[src/sv/dssm_pkg.sv]
package dssm_pkg;

	localparam int DEPTH_DEFAULT = 16;
	localparam int DATA_W = 32;

	localparam logic [1:0] OP_PUSH_A = 2'd0;
	localparam logic [1:0] OP_PUSH_B = 2'd1;
	localparam logic [1:0] OP_POP_A = 2'd2;
	localparam logic [1:0] OP_POP_B = 2'd3;

	localparam logic [1:0] ST_OK = 2'd0;
	localparam logic [1:0] ST_OVERFLOW = 2'd1;
	localparam logic [1:0] ST_UNDERFLOW = 2'd2;

	typedef struct packed {
		logic load;
		logic push;
		logic pop;
		logic emit;
		logic use_data;
		logic [1:0] code;
	} cmd_t;

	typedef struct packed {
		logic [1:0] op;
		logic full;
		logic empty_a;
		logic empty_b;
	} stat_t;

endpackage

[src/sv/dssm_ram.sv]
module dssm_ram #(
	parameter int WIDTH = 32,
	parameter int DEPTH = 16
) (
	input logic clk,
	input logic we,
	input logic [$clog2(DEPTH)-1:0] addr,
	input logic [WIDTH-1:0] wdata,
	output logic [WIDTH-1:0] rdata
);

	logic [WIDTH-1:0] mem_q [DEPTH];

	always_ff @(posedge clk) begin
		if (we) begin
			mem_q[addr] <= wdata;
		end
		rdata <= mem_q[addr];
	end

endmodule

[src/sv/dssm_ctrl.sv]
module dssm_ctrl (
	input logic clk,
	input logic arst_n,
	input logic start,
	output logic busy,
	input dssm_pkg::stat_t stat,
	output dssm_pkg::cmd_t cmd
);

	localparam logic [1:0] S_IDLE = 2'd0;
	localparam logic [1:0] S_EXEC = 2'd1;
	localparam logic [1:0] S_READ = 2'd2;

	logic [1:0] state_q;
	logic [1:0] state_d;
	logic is_pop;
	logic is_b;
	logic empty;

	assign is_pop = (stat.op == dssm_pkg::OP_POP_A) || (stat.op == dssm_pkg::OP_POP_B);
	assign is_b = (stat.op == dssm_pkg::OP_PUSH_B) || (stat.op == dssm_pkg::OP_POP_B);
	assign empty = is_b ? stat.empty_b : stat.empty_a;
	assign busy = (state_q != S_IDLE);

	always_comb begin
		state_d = state_q;
		cmd = '0;
		cmd.code = dssm_pkg::ST_OK;
		case (state_q)
			S_IDLE: begin
				if (start) begin
					cmd.load = 1'b1;
					state_d = S_EXEC;
				end
			end
			S_EXEC: begin
				if (is_pop) begin
					if (empty) begin
						cmd.emit = 1'b1;
						cmd.code = dssm_pkg::ST_UNDERFLOW;
						state_d = S_IDLE;
					end else begin
						cmd.pop = 1'b1;
						state_d = S_READ;
					end
				end else begin
					cmd.emit = 1'b1;
					state_d = S_IDLE;
					if (stat.full) begin
						cmd.code = dssm_pkg::ST_OVERFLOW;
					end else begin
						cmd.push = 1'b1;
					end
				end
			end
			S_READ: begin
				cmd.emit = 1'b1;
				cmd.use_data = 1'b1;
				state_d = S_IDLE;
			end
			default: begin
				state_d = S_IDLE;
			end
		endcase
	end

	always_ff @(posedge clk or negedge arst_n) begin
		if (!arst_n) begin
			state_q <= S_IDLE;
		end else begin
			state_q <= state_d;
		end
	end

endmodule

[src/sv/dssm_datapath.sv]
module dssm_datapath #(
	parameter int DEPTH = dssm_pkg::DEPTH_DEFAULT
) (
	input logic clk,
	input logic arst_n,
	input dssm_pkg::cmd_t cmd,
	output dssm_pkg::stat_t stat,
	input logic [1:0] operation,
	input logic signed [31:0] push_value,
	output logic done,
	output logic signed [31:0] pop_value,
	output logic [1:0] status
);

	localparam int HW = $clog2(DEPTH + 1);
	localparam int AW = $clog2(DEPTH);

	logic [1:0] op_q;
	logic [dssm_pkg::DATA_W-1:0] value_q;
	logic [HW-1:0] height_a_q;
	logic [HW-1:0] height_b_q;
	logic done_q;
	logic [dssm_pkg::DATA_W-1:0] pop_value_q;
	logic [1:0] status_q;
	logic [HW:0] height_sum;
	logic is_b;
	logic [HW-1:0] addr_full;
	logic [dssm_pkg::DATA_W-1:0] rdata;

	assign height_sum = {1'b0, height_a_q} + {1'b0, height_b_q};
	assign is_b = (op_q == dssm_pkg::OP_PUSH_B) || (op_q == dssm_pkg::OP_POP_B);

	assign stat.op = op_q;
	assign stat.full = (height_sum >= (HW + 1)'(DEPTH));
	assign stat.empty_a = (height_a_q == '0);
	assign stat.empty_b = (height_b_q == '0);

	always_comb begin
		if (is_b) begin
			addr_full = cmd.pop ? (HW'(DEPTH) - height_b_q) : (HW'(DEPTH - 1) - height_b_q);
		end else begin
			addr_full = cmd.pop ? (height_a_q - HW'(1)) : height_a_q;
		end
	end

	dssm_ram #(
		.WIDTH(dssm_pkg::DATA_W),
		.DEPTH(DEPTH)
	) u_ram (
		.clk(clk),
		.we(cmd.push),
		.addr(addr_full[AW-1:0]),
		.wdata(value_q),
		.rdata(rdata)
	);

	always_ff @(posedge clk) begin
		if (cmd.load) begin
			op_q <= operation;
			value_q <= push_value;
		end
		if (cmd.emit) begin
			pop_value_q <= cmd.use_data ? rdata : '0;
			status_q <= cmd.code;
		end
	end

	always_ff @(posedge clk or negedge arst_n) begin
		if (!arst_n) begin
			height_a_q <= '0;
			height_b_q <= '0;
			done_q <= 1'b0;
		end else begin
			done_q <= cmd.emit;
			if (cmd.push) begin
				if (is_b) begin
					height_b_q <= height_b_q + HW'(1);
				end else begin
					height_a_q <= height_a_q + HW'(1);
				end
			end else if (cmd.pop) begin
				if (is_b) begin
					height_b_q <= height_b_q - HW'(1);
				end else begin
					height_a_q <= height_a_q - HW'(1);
				end
			end
		end
	end

	assign done = done_q;
	assign pop_value = pop_value_q;
	assign status = status_q;

	a_heights_fit: assert property (@(posedge clk) disable iff (!arst_n)
		height_sum <= (HW + 1)'(DEPTH))
		else $error("stack heights exceed the store depth");

	a_done_single: assert property (@(posedge clk) disable iff (!arst_n)
		done_q |=> !done_q)
		else $error("result strobe held for two cycles");

	a_refused_zero: assert property (@(posedge clk) disable iff (!arst_n)
		(done_q && status_q != dssm_pkg::ST_OK) |-> (pop_value_q == '0))
		else $error("refused operation returned a nonzero word");

	a_push_not_full: assert property (@(posedge clk) disable iff (!arst_n)
		cmd.push |-> !stat.full)
		else $error("push issued into a full store");

endmodule

[src/sv/dual_stack_shared_memory_top.sv]
// A push or a refused operation is loaded when start is taken and its result is registered in the execute state.
// A successful pop issues the RAM read in the execute state and registers the read word in the read state.
// busy drops in the cycle the result strobe rises, so no new operation is taken before the last result shows.
// The receiver cannot stall; done is high for one cycle with each result, which holds on the ports until the next.
// Reset clears both stack heights and the controller; store contents are not cleared.
module dual_stack_shared_memory_top #(
	parameter int DEPTH = dssm_pkg::DEPTH_DEFAULT
) (
	input logic clk,
	input logic arst_n,
	input logic start,
	output logic busy,
	input logic [1:0] operation,
	input logic signed [31:0] push_value,
	output logic done,
	output logic signed [31:0] pop_value,
	output logic [1:0] status
);

	dssm_pkg::cmd_t cmd;
	dssm_pkg::stat_t stat;

	dssm_ctrl u_ctrl (
		.clk(clk),
		.arst_n(arst_n),
		.start(start),
		.busy(busy),
		.stat(stat),
		.cmd(cmd)
	);

	dssm_datapath #(
		.DEPTH(DEPTH)
	) u_datapath (
		.clk(clk),
		.arst_n(arst_n),
		.cmd(cmd),
		.stat(stat),
		.operation(operation),
		.push_value(push_value),
		.done(done),
		.pop_value(pop_value),
		.status(status)
	);

endmodule
[config.mk]
export PLATFORM = sky130hd
export DESIGN_NAME = dual_stack_shared_memory_top
export DESIGN_NICKNAME = d
export VERILOG_FILES = /design/src/sv/dssm_pkg.sv /design/src/sv/dssm_ram.sv /design/src/sv/dssm_ctrl.sv /design/src/sv/dssm_datapath.sv /design/src/sv/dual_stack_shared_memory_top.sv
export SDC_FILE = /design/constraint.sdc
export NUM_CORES = 1
export LEC_CHECK = 0
export BUFFER_PORTS_ARGS = -buffer_cell sky130_fd_sc_hd__buf_2
export CAP_MARGIN = 20
export CORE_UTILIZATION = 65
export DETAILED_ROUTE_END_ITERATION = 8
export PLACE_DENSITY = 0.83
export SLEW_MARGIN = 20
export SYNTH_ARGS = -nofsm -noshare
export SYNTH_HDL_FRONTEND = slang
export SYNTH_SLANG_ARGS = --single-unit
[constraint.sdc]
create_clock -name clk -period 14.4 [get_ports clk]
set_input_delay 0.72 -clock clk [delete_from_list [all_inputs] [get_ports clk]]
set_output_delay 0.72 -clock clk [all_outputs]
set_load 0.01 [all_outputs]
# Word-level counts from Yosys, hierarchy flattened
# Memories as Yosys holds them, arrays and structs flattened. A register that Yosys moved wholly into a read port is not among the register bits.
# Cells that the tools add are included.
# word_totals
regBits	81
mem_bits_rw	512
output_inout_bits	36
mem_count	1
# memory_table
memory	words	width	rd	rd_ports_with_merged_regs	wr	line	text
u_datapath.u_ram.mem_q	16	32	1	1	1	dssm_ram.sv:12	logic [WIDTH-1:0] mem_q [DEPTH];
# classes
add_sub_neg	7
magnitude_cmp	1
n_eq_ne	6
mux	32
n_bitwise	1
n_reduce_logical	9
# ops
op	n
two-way mux 5 bit	8
two-way mux 1 bit	13
two-way mux 2 bit	6
two-way mux 4 bit	3
adder 5 x 1 -> 5 bit (second input constant)	2
logical NOT 5 bit	2
subtractor 5 x 1 -> 5 bit (second input constant)	2
adder 5 x 5 -> 6 bit	1
equality test 2 bit (second input constant)	3
>= comparator 6 x 5 -> 1 bit (second input constant)	1
equality test 2 x 1 -> 1 bit (second input constant)	2
one-hot mux 2 bit (2 select lines)	1
AND reduction 2 bit	2
nonzero test 2 bit	2
subtractor 1 x 4 -> 4 bit (first input constant)	1
subtractor 4 bit (first input constant)	1
logical NOT 2 bit	1
logical OR 1 bit	2
!= test 2 bit (second input constant)	1
one-hot mux 1 bit (2 select lines)	1
NOT 1 bit	1

# Depth between registers and ports, before layout
# Gate-level depths: netlist of the first run.
# depth
word_depth	8
depth_mapped	14
ltp_nobuf	12

# By module
# Synthesis of the first run repeated with hierarchy kept, for this count alone.
# unflattened
cells_unflattened	1067
hier_area_um2	23216.0
# by_module_without_submodules
mod	instances	cells_per_inst	area_each_um2	seq_area_each_um2
dssm_ram	1	840	19862.8	16015.4
dssm_datapath	1	203	3146.8	2317.2
dssm_ctrl	1	24	206.4	50.0

# Least setup slack after synthesis of the first run
# Ideal clock, no wire load.
# synth_timing
path_type	register -> register
start	register u_datapath.height_a_q[0]
end	memory u_datapath.u_ram.mem_q[10][0], enable pin
setup_time_ns	0.461
arrival_time_ns	4.286
t_required_ns	13.939
setup_slack_ns	9.653
stages_incl_launch_ff	11
path_buffers	1
path_cell_list	dfrtp_1 inv_1 ha_1 or4b_1 nand3_1 xor2_1 mux2_2 nor2_4 buf_2 inv_1 nor3_1
# synth_via
elab_chain_cells	7
word_cells_on_any_way	15
cone_classes	2 x add/sub; 1 x order compare; 11 x mux; 1 x reduce/logical
# synth_lines
element	line	text
start, declared	dssm_datapath.sv:20	logic [HW-1:0] height_a_q;
start signal, assigned	dssm_datapath.sv:79	height_a_q <= height_a_q + HW'(1);
start signal, assigned	dssm_datapath.sv:85	height_a_q <= height_a_q - HW'(1);
adder 5 x 5 -> 6 bit / logical NOT 5 bit (equally long branches)	dssm_datapath.sv:30, dssm_datapath.sv:35	
>= comparator 6 x 5 -> 1 bit / two-way mux 1 bit (equally long branches)	dssm_datapath.sv:34, dssm_ctrl.sv:22	
two-way mux 1 bit (on tied branches)	dssm_ctrl.sv:49, dssm_ctrl.sv:38	
two-way mux 1 bit	dssm_ctrl.sv:37	if (is_pop) begin
two-way mux 2 bit	dssm_ctrl.sv:29	case (state_q)
two-way mux 1 bit (tied with other cells)	dssm_ram.sv:15	if (we) begin
two-way mux 1 bit (implied by the code) / two-way mux 4 bit (equally long branches)	dssm_ram.sv:16, dssm_datapath.sv:39	
end, declared	dssm_ram.sv:12	
# Several ways; a longest one is shown, not always the timed one.

# Worst setup path after layout of the first run
# layout_timing
start	register u_datapath.op_q[0]
end	memory u_datapath.u_ram.mem_q[14][6], enable pin
# layout_via
elab_chain_cells	8
word_cells_on_any_way	15
cone_classes	3 x eq/ne; 10 x mux; 2 x reduce/logical
# layout_lines
element	line	text
start, declared	dssm_datapath.sv:18	logic [1:0] op_q;
start signal, assigned	dssm_datapath.sv:59	op_q <= operation;
equality test 2 x 1 -> 1 bit / equality test 2 bit (equally long branches)	dssm_ctrl.sv:21, dssm_datapath.sv:31, dssm_ctrl.sv:20	
logical OR 1 bit	dssm_ctrl.sv:21, dssm_datapath.sv:31	
two-way mux 1 bit	dssm_ctrl.sv:22	assign empty = is_b ? stat.empty_b : stat.empty_a;
two-way mux 1 bit	dssm_ctrl.sv:38	if (empty) begin
two-way mux 1 bit	dssm_ctrl.sv:37	
two-way mux 2 bit	dssm_ctrl.sv:29	
two-way mux 4 bit (on tied branches)	dssm_datapath.sv:42, dssm_datapath.sv:40	
two-way mux 4 bit	dssm_datapath.sv:39	if (is_b) begin
# Several ways; a longest one is shown, not always the timed one.

==> flow_summary.json, run 1 <==
{
  "globalplace.congestion": 0.806,
  "syn_area_per_cell_um2": 16.6,
  "synth-seq-area-share_pct": 75.8,
  "vias_per_cell": 7.21,
  "syn_area_um2": 24300,
  "vdd_drop_max_uv": 199,
  "numCtsBuffers": 58,
  "critPathMaxFanout": 34,
  "cts_tree": "built",
  "crit_buf_inv": 2,
  "timing.rr.end": "u_datapath.u_ram.mem_q[14][6]",
  "r2r_cells": 8,
  "cts_resized": 0,
  "dr.pass1.iters": 8,
  "cts_sinks": 625,
  "place_area_um2": 25000,
  "drt-initial-drc-count": 2139,
  "slowest_delay_ns": 0.94,
  "async_flop_share_pct": 2.08,
  "overflow": 0,
  "grt_pass1_wl_um": 81900,
  "critical_path_required_ns": 14.66,
  "slew_headroom_pct": 23.6,
  "synth_edf_count": 580,
  "rsz0062_at_grt": "no",
  "wl_um": 54800,
  "clockBufferDepth": 3,
  "io_buffers": 72,
  "finalSetupViolations": 0,
  "finalWorstSetupSlack_ns": 9.36,
  "synth_nets": 1510,
  "layout_common_cells": "edfxtp_1 (580), nand3_1 (132), a22oi_1 (128)",
  "setup.worst_path.end_class": "register",
  "cts.clk_slew.worst_paths_ns": 0.06,
  "fp.dieArea_um2": 38100,
  "cts.root.buffer_cell": "clkbuf_16",
  "grt_pass1_vias": 14100,
  "synth_top_area_share_pct": 71.8,
  "fin_area_um2": 27100,
  "fmax_ghz": 0.198,
  "fp.dieH_um": 195,
  "fin_nets": 1565,
  "postRouteAntennaNets": 0,
  "hold_viol": 0,
  "period_share_pct": 35.0,
  "cap_violations": 0,
  "fin_skew_ns": 0.0115,
  "wl_per_cell_um": 27.0,
  "antenna_found_initial": 0,
  "grt_max_degree": 92,
  "cp.arrival_ns": 5.30,
  "setup.worst_path.start": "u_datapath.op_q[0]",
  "critPathTopFamily": "simple AND/OR/NAND/NOR gates",
  "status": "finished clean",
  "dp_hpwl_um": 28400,
  "dpl_worst_slack_ns": 9.31,
  "final_util_pct": 73.7,
  "grt.total_usage_pct": 28.5,
  "worstSkewPairLatency_ns": 0.61,
  "layout_min_cycle_time_ns": 5.04,
  "core_area_um2": 36700,
  "layout_commonest_cell": "edfxtp_1",
  "post-cts-setup-buffers": 0,
  "crit_path_top_delay_cell": "nor3_2",
  "post_route_cells_drive_above_1_share_pct": 14.1,
  "drc": 0,
  "hold_class": "primary input to asynchronous set/reset pin",
  "diodes": 0,
  "cts_hold_buffers": 0,
  "slew_viol_final": 0,
  "fp-row-count": 70,
  "yosysUniqueCellTypes": 57,
  "reg2reg_from": "u_datapath.op_q[0]",
  "worstPathCellList": "nand3b_1, nor4b_2, xnor2_1, mux2_2, nor2_4, inv_1, nor3_2, buf_4",
  "htree_levels": 2,
  "yosysTopAreaCell": "edfxtp_1",
  "start_util_pct": 66.1,
  "critical_path_class": "register to register",
  "vias": 14600,
  "syn_inst": 1458,
  "synth_area_leaders": "edfxtp_1 (72%), a221oi_1 (4.5%), a22o_1 (4.5%)",
  "tightestPinTransition_ns": 1.14,
  "finalSetupTns_ns": 0,
  "p_leak_uw": 0.00871,
  "yosys_warnings": 0,
  "r2r_slack_ns": 9.36,
  "die_w_um": 195,
  "powerDensity_nw_per_um2": 203,
  "filler_cell_count": 2005,
  "ys.flop_type": "edfxtp_1",
  "syn_to_final_growth_pct": 11.5,
  "io_pins": 73,
  "ys_ff_latch": 625,
  "worst_setup_path_start_kind": "register"
}
[per-layer routing]
layer  part of all wire, %  global-route usage [%]  vias to the layer above
met5                     0                       0                        -
met4                   3.0                    11.7                        0
met3                   9.6                    4.25                      120
met2                    50                    47.2                     1006
met1                    37                    38.2                     7301
li1                      -                       -                     6208
[worst max-delay path by stage]
stage,to,depth (start not counted)
floorplan,u_datapath.u_ram.mem_q[10][0],10
global placement,u_datapath.u_ram.mem_q[10][23],8
detailed placement,u_datapath.u_ram.mem_q[10][24],8
CTS,u_datapath.u_ram.mem_q[10][28],8
global route,u_datapath.u_ram.mem_q[14][5],8
finish,u_datapath.u_ram.mem_q[14][6],8
[cells in the mapped netlist (14+ instances only)]
| cell type | number |
|---|---|
| a221oi_1 | 124 |
| a22o_1 | 124 |
| a22oi_1 | 128 |
| and2_1 | 35 |
| and4_1 | 31 |
| buf_2 | 48 |
| clkbuf_1 | 43 |
| dfxtp_1 | 32 |
| edfxtp_1 | 580 |
| ha_1 | 14 |
| nand2_1 | 19 |
| nand3_1 | 132 |
| nor2_1 | 17 |
[through the flow]
step | hold slack, ns | cells | total power [µW]
2_1_floorplan | 0.424 | 1458 | 3460
3_3_place_gp | 0.492 | 1915 | 3890
3_5_place_dp | 0.495 | 1915 | 3960
4_1_cts | 0.00125 | 2024 | 5470
5_1_grt | 0.0225 | 2030 | 5690
6_report | 0.00876 | 2030 | 5490
[sequential cells by signal, summed over array words and instances (netlist names)]
signal and flops:
u_ctrl.state_q 2, u_datapath.done 1, u_datapath.height_a_q 5, u_datapath.height_b_q 5, u_datapath.op_q 2, u_datapath.pop_value 32, u_datapath.status 2, u_datapath.u_ram.mem_q 512
u_datapath.u_ram.rdata 32, u_datapath.value_q 32
[where the power goes]
part / total, µW / internal, µW / switching [µW]
Sequential: 2360 / 2230 / 133
Clock: 1520 / 873 / 642
Combinational: 1610 / 577 / 1030
Total: 5490 / 3680 / 1810
[final cells by class]
| cell class | count | area [µm²] | area share [%] |
|---|---|---|---|
| Inverter | 13 | 48.8 | 0.180 |
| Tap cell | 468 | 586 | 2.16 |
| Sequential cell | 625 | 18400 | 67.9 |
| Timing Repair Buffer | 96 | 646 | 2.39 |
| Clock inverter | 21 | 213 | 0.786 |
| Clock buffer | 88 | 1680 | 6.19 |
| Multi-Input combinational cell | 719 | 5510 | 20.4 |
[kinds of logic (layout without fill, tap and decap cells)]
kind of cell	Yosys count	after routing	synth area share [%]
muxes	6	6	0.263
AOI/OAI and AO/OA	415	415	14.0
and+or+nand+nor	271	271	6.54
adders and majority gates	15	15	0.805
buffers and inverters	114	218	2.15
DFF	625	625	75.8
xor gates and xnor gates	12	12	0.433
No activity file was read; power rests on OpenSTA's default activity.
==> inputs of run 2 (changes only) <==
--- a/config.mk
+++ b/config.mk
@@ -7,9 +7,9 @@
 export LEC_CHECK = 0
 export BUFFER_PORTS_ARGS = -buffer_cell sky130_fd_sc_hd__buf_2
 export CAP_MARGIN = 20
-export CORE_UTILIZATION = 65
+export CORE_UTILIZATION = 62
 export DETAILED_ROUTE_END_ITERATION = 8
-export PLACE_DENSITY = 0.83
+export PLACE_DENSITY = 0.79
 export SLEW_MARGIN = 20
 export SYNTH_ARGS = -nofsm -noshare
 export SYNTH_HDL_FRONTEND = slang
==> constraint.sdc (replaced) <==
create_clock -name clk -period 4.7 [get_ports clk]
set_input_delay 0.235 -clock clk [delete_from_list [all_inputs] [get_ports clk]]
set_output_delay 0.235 -clock clk [all_outputs]
set_load 0.01 [all_outputs]
==> flow_summary.json, run 2 (synthesis gave the netlist of run 1 again) <==
{
  "layout_min_cycle_time_ns": 3.82,
  "status": "finished with violations",
  "finalSetupTns_ns": 0,
  "dp_hpwl_um": 29900,
  "finalWorstSetupSlack_ns": 0.884,
  "r2r_slack_ns": 0.88,
  "fin_skew_ns": 0.0157,
  "multi_input_area_um2": 5510,
  "filler_cell_count": 2318,
  "htree_levels": 2,
  "critPathMaxFanout": 18,
  "drt-initial-drc-count": 2097,
  "clockBufferDepth": 3,
  "fin_nets": 1619,
  "total_power_uw": 16700,
  "period_share_pct": 81.2,
  "p_leak_uw": 0.00893,
  "vias": 14700,
  "cts.root.buffer_cell": "clkbuf_16",
  "slew_viol_final": 0,
  "post_route_cells_drive_above_1_share_pct": 13.9,
  "start_util_pct": 62.8,
  "dr.pass1.iters": 8,
  "critical_path_class": "register to register",
  "hold_class": "primary input to asynchronous set/reset pin",
  "io_pins": 73,
  "globalplace.congestion": 0.837,
  "fp.dieArea_um2": 39900,
  "overflow": 0,
  "grt_pass1_vias": 14200,
  "postRouteAntennaNets": 0,
  "syn_to_final_growth_pct": 13.9,
  "cts_sinks": 625,
  "worstSkewPairLatency_ns": 0.61,
  "die_w_um": 200,
  "largest_reg_flops": 512,
  "timing.rr.end": "u_datapath.u_ram.mem_q[15][3]",
  "wl_per_cell_um": 25.8,
  "setup.worst_path.start": "u_datapath.height_a_q[0]",
  "worst_setup_path_start_kind": "register",
  "wl_um": 55000,
  "violations": "design-rule violations",
  "grt.total_usage_pct": 28.2,
  "tightestPinTransition_ns": 1.09,
  "final_util_pct": 71.5,
  "hold_viol": 0,
  "cap_violations": 0,
  "setup.worst_path.end_class": "register",
  "cts_tree": "built",
  "dpl_worst_slack_ns": 0.948,
  "vdd_drop_max_uv": 546,
  "cp-endpoint": "u_datapath.u_ram.mem_q[15][3]",
  "layout_commonest_cell": "edfxtp_1",
  "powerDensity_nw_per_um2": 606,
  "top_register": "u_datapath.u_ram.mem_q",
  "fp.dieH_um": 200,
  "grt_max_degree": 129,
  "post-cts-setup-buffers": 0,
  "reg2reg_from": "u_datapath.height_a_q[0]",
  "regArea_um2": 18400,
  "core_area_um2": 38600,
  "io_buffers": 72,
  "antenna_found_initial": 1,
  "fp-row-count": 72,
  "diodes": 0,
  "fmax_ghz": 0.262,
  "layout_common_cells": "edfxtp_1 (580), nand3_1 (132), a22oi_1 (128)",
  "cts.clk_slew.worst_paths_ns": 0.07,
  "cp.arrival_ns": 4.12,
  "cts_resized": 0,
  "critical_path_required_ns": 5.00,
  "numCtsBuffers": 57,
  "grt_pass1_wl_um": 82900,
  "drc": 2,
  "vias_per_cell": 6.89,
  "slew_headroom_pct": 25.2,
  "r2r_cells": 10,
  "rsz0062_at_grt": "no",
  "finalSetupViolations": 0
}
## run 2: cell types whose count changed in the layout (fill, tap and decap cells not counted), moves of 2 or more
cell / before / now
dlygate4sd3_1: 0 / 36
buf_4: 18 / 30
buf_12: 2 / 12
clkinv_1: 3 / 13
clkinv_2: 11 / 3
buf_16: 4 / 0
clkbuf_8: 9 / 5
inv_6: 2 / 0
## run 2: cell type report
cell class	count	area share (%)
inverter	13	0.177
clock inverter	22	0.833
timing repair buffer	151	4.35
tap	518	2.35
clock buffer	84	5.79
sequential	625	66.5
multi-input combinational	719	20.0
## run 2: through the flow
step           std cells  hold WS, ns  area (µm²)
4_1_cts             2131       0.0710       27600
3_5_place_dp        1989        0.159       25400
2_1_floorplan       1458      -0.0606       24300
5_1_grt             2132        0.101       27600
3_3_place_gp        1989        0.152       25400
6_report            2132       0.0689       27600
## run 2: routing by layer
metal / global-route usage (%) / vias to the layer above / routed length, µm
met5: 0 / - / 7
met4: 9.58 / 2 / 1290
met3: 6.40 / 105 / 5810
met2: 45.2 / 919 / 26800
met1: 38.6 / 7346 / 21200
li1: - / 6319 / -
## run 2: worst min path at each step
stage / depth (start not counted) / to / slack (ns)
floorplan: 0 / u_ctrl.state_q[0] / -0.06
global placement: 1 / u_datapath.done / 0.15
detailed placement: 1 / u_datapath.done / 0.16
CTS: 2 / u_datapath.height_a_q[2] / 0.07
global route: 2 / u_ctrl.state_q[1] / 0.10
finish: 2 / u_datapath.height_a_q[0] / 0.07
## run 2: worst max-delay path, stage by stage (launching register included)
cell	delay, ns
dfrtp_1	0.45
inv_1	0.14
ha_1	0.19
or4b_1	0.49
nand3_1	0.13
xor2_1	0.08
mux2_2	0.33
nor2_4	0.50
inv_1	0.30
nor2_4	0.62
buf_12	0.27
## run 2: power by group
part / internal (µW) / switching (µW)
clock: 2620 / 1910
combinational: 1850 / 3150
sequential: 6830 / 395
total: 11300 / 5450
## run 2: repair_timing
| action | 4_1_cts | 5_1_grt |
|---|---|---|
| hold buffers | 36 | 0 |
| setup endpoints to repair | 0 | 0 |
| endpoints found under the hold margin | 49 | 0 |
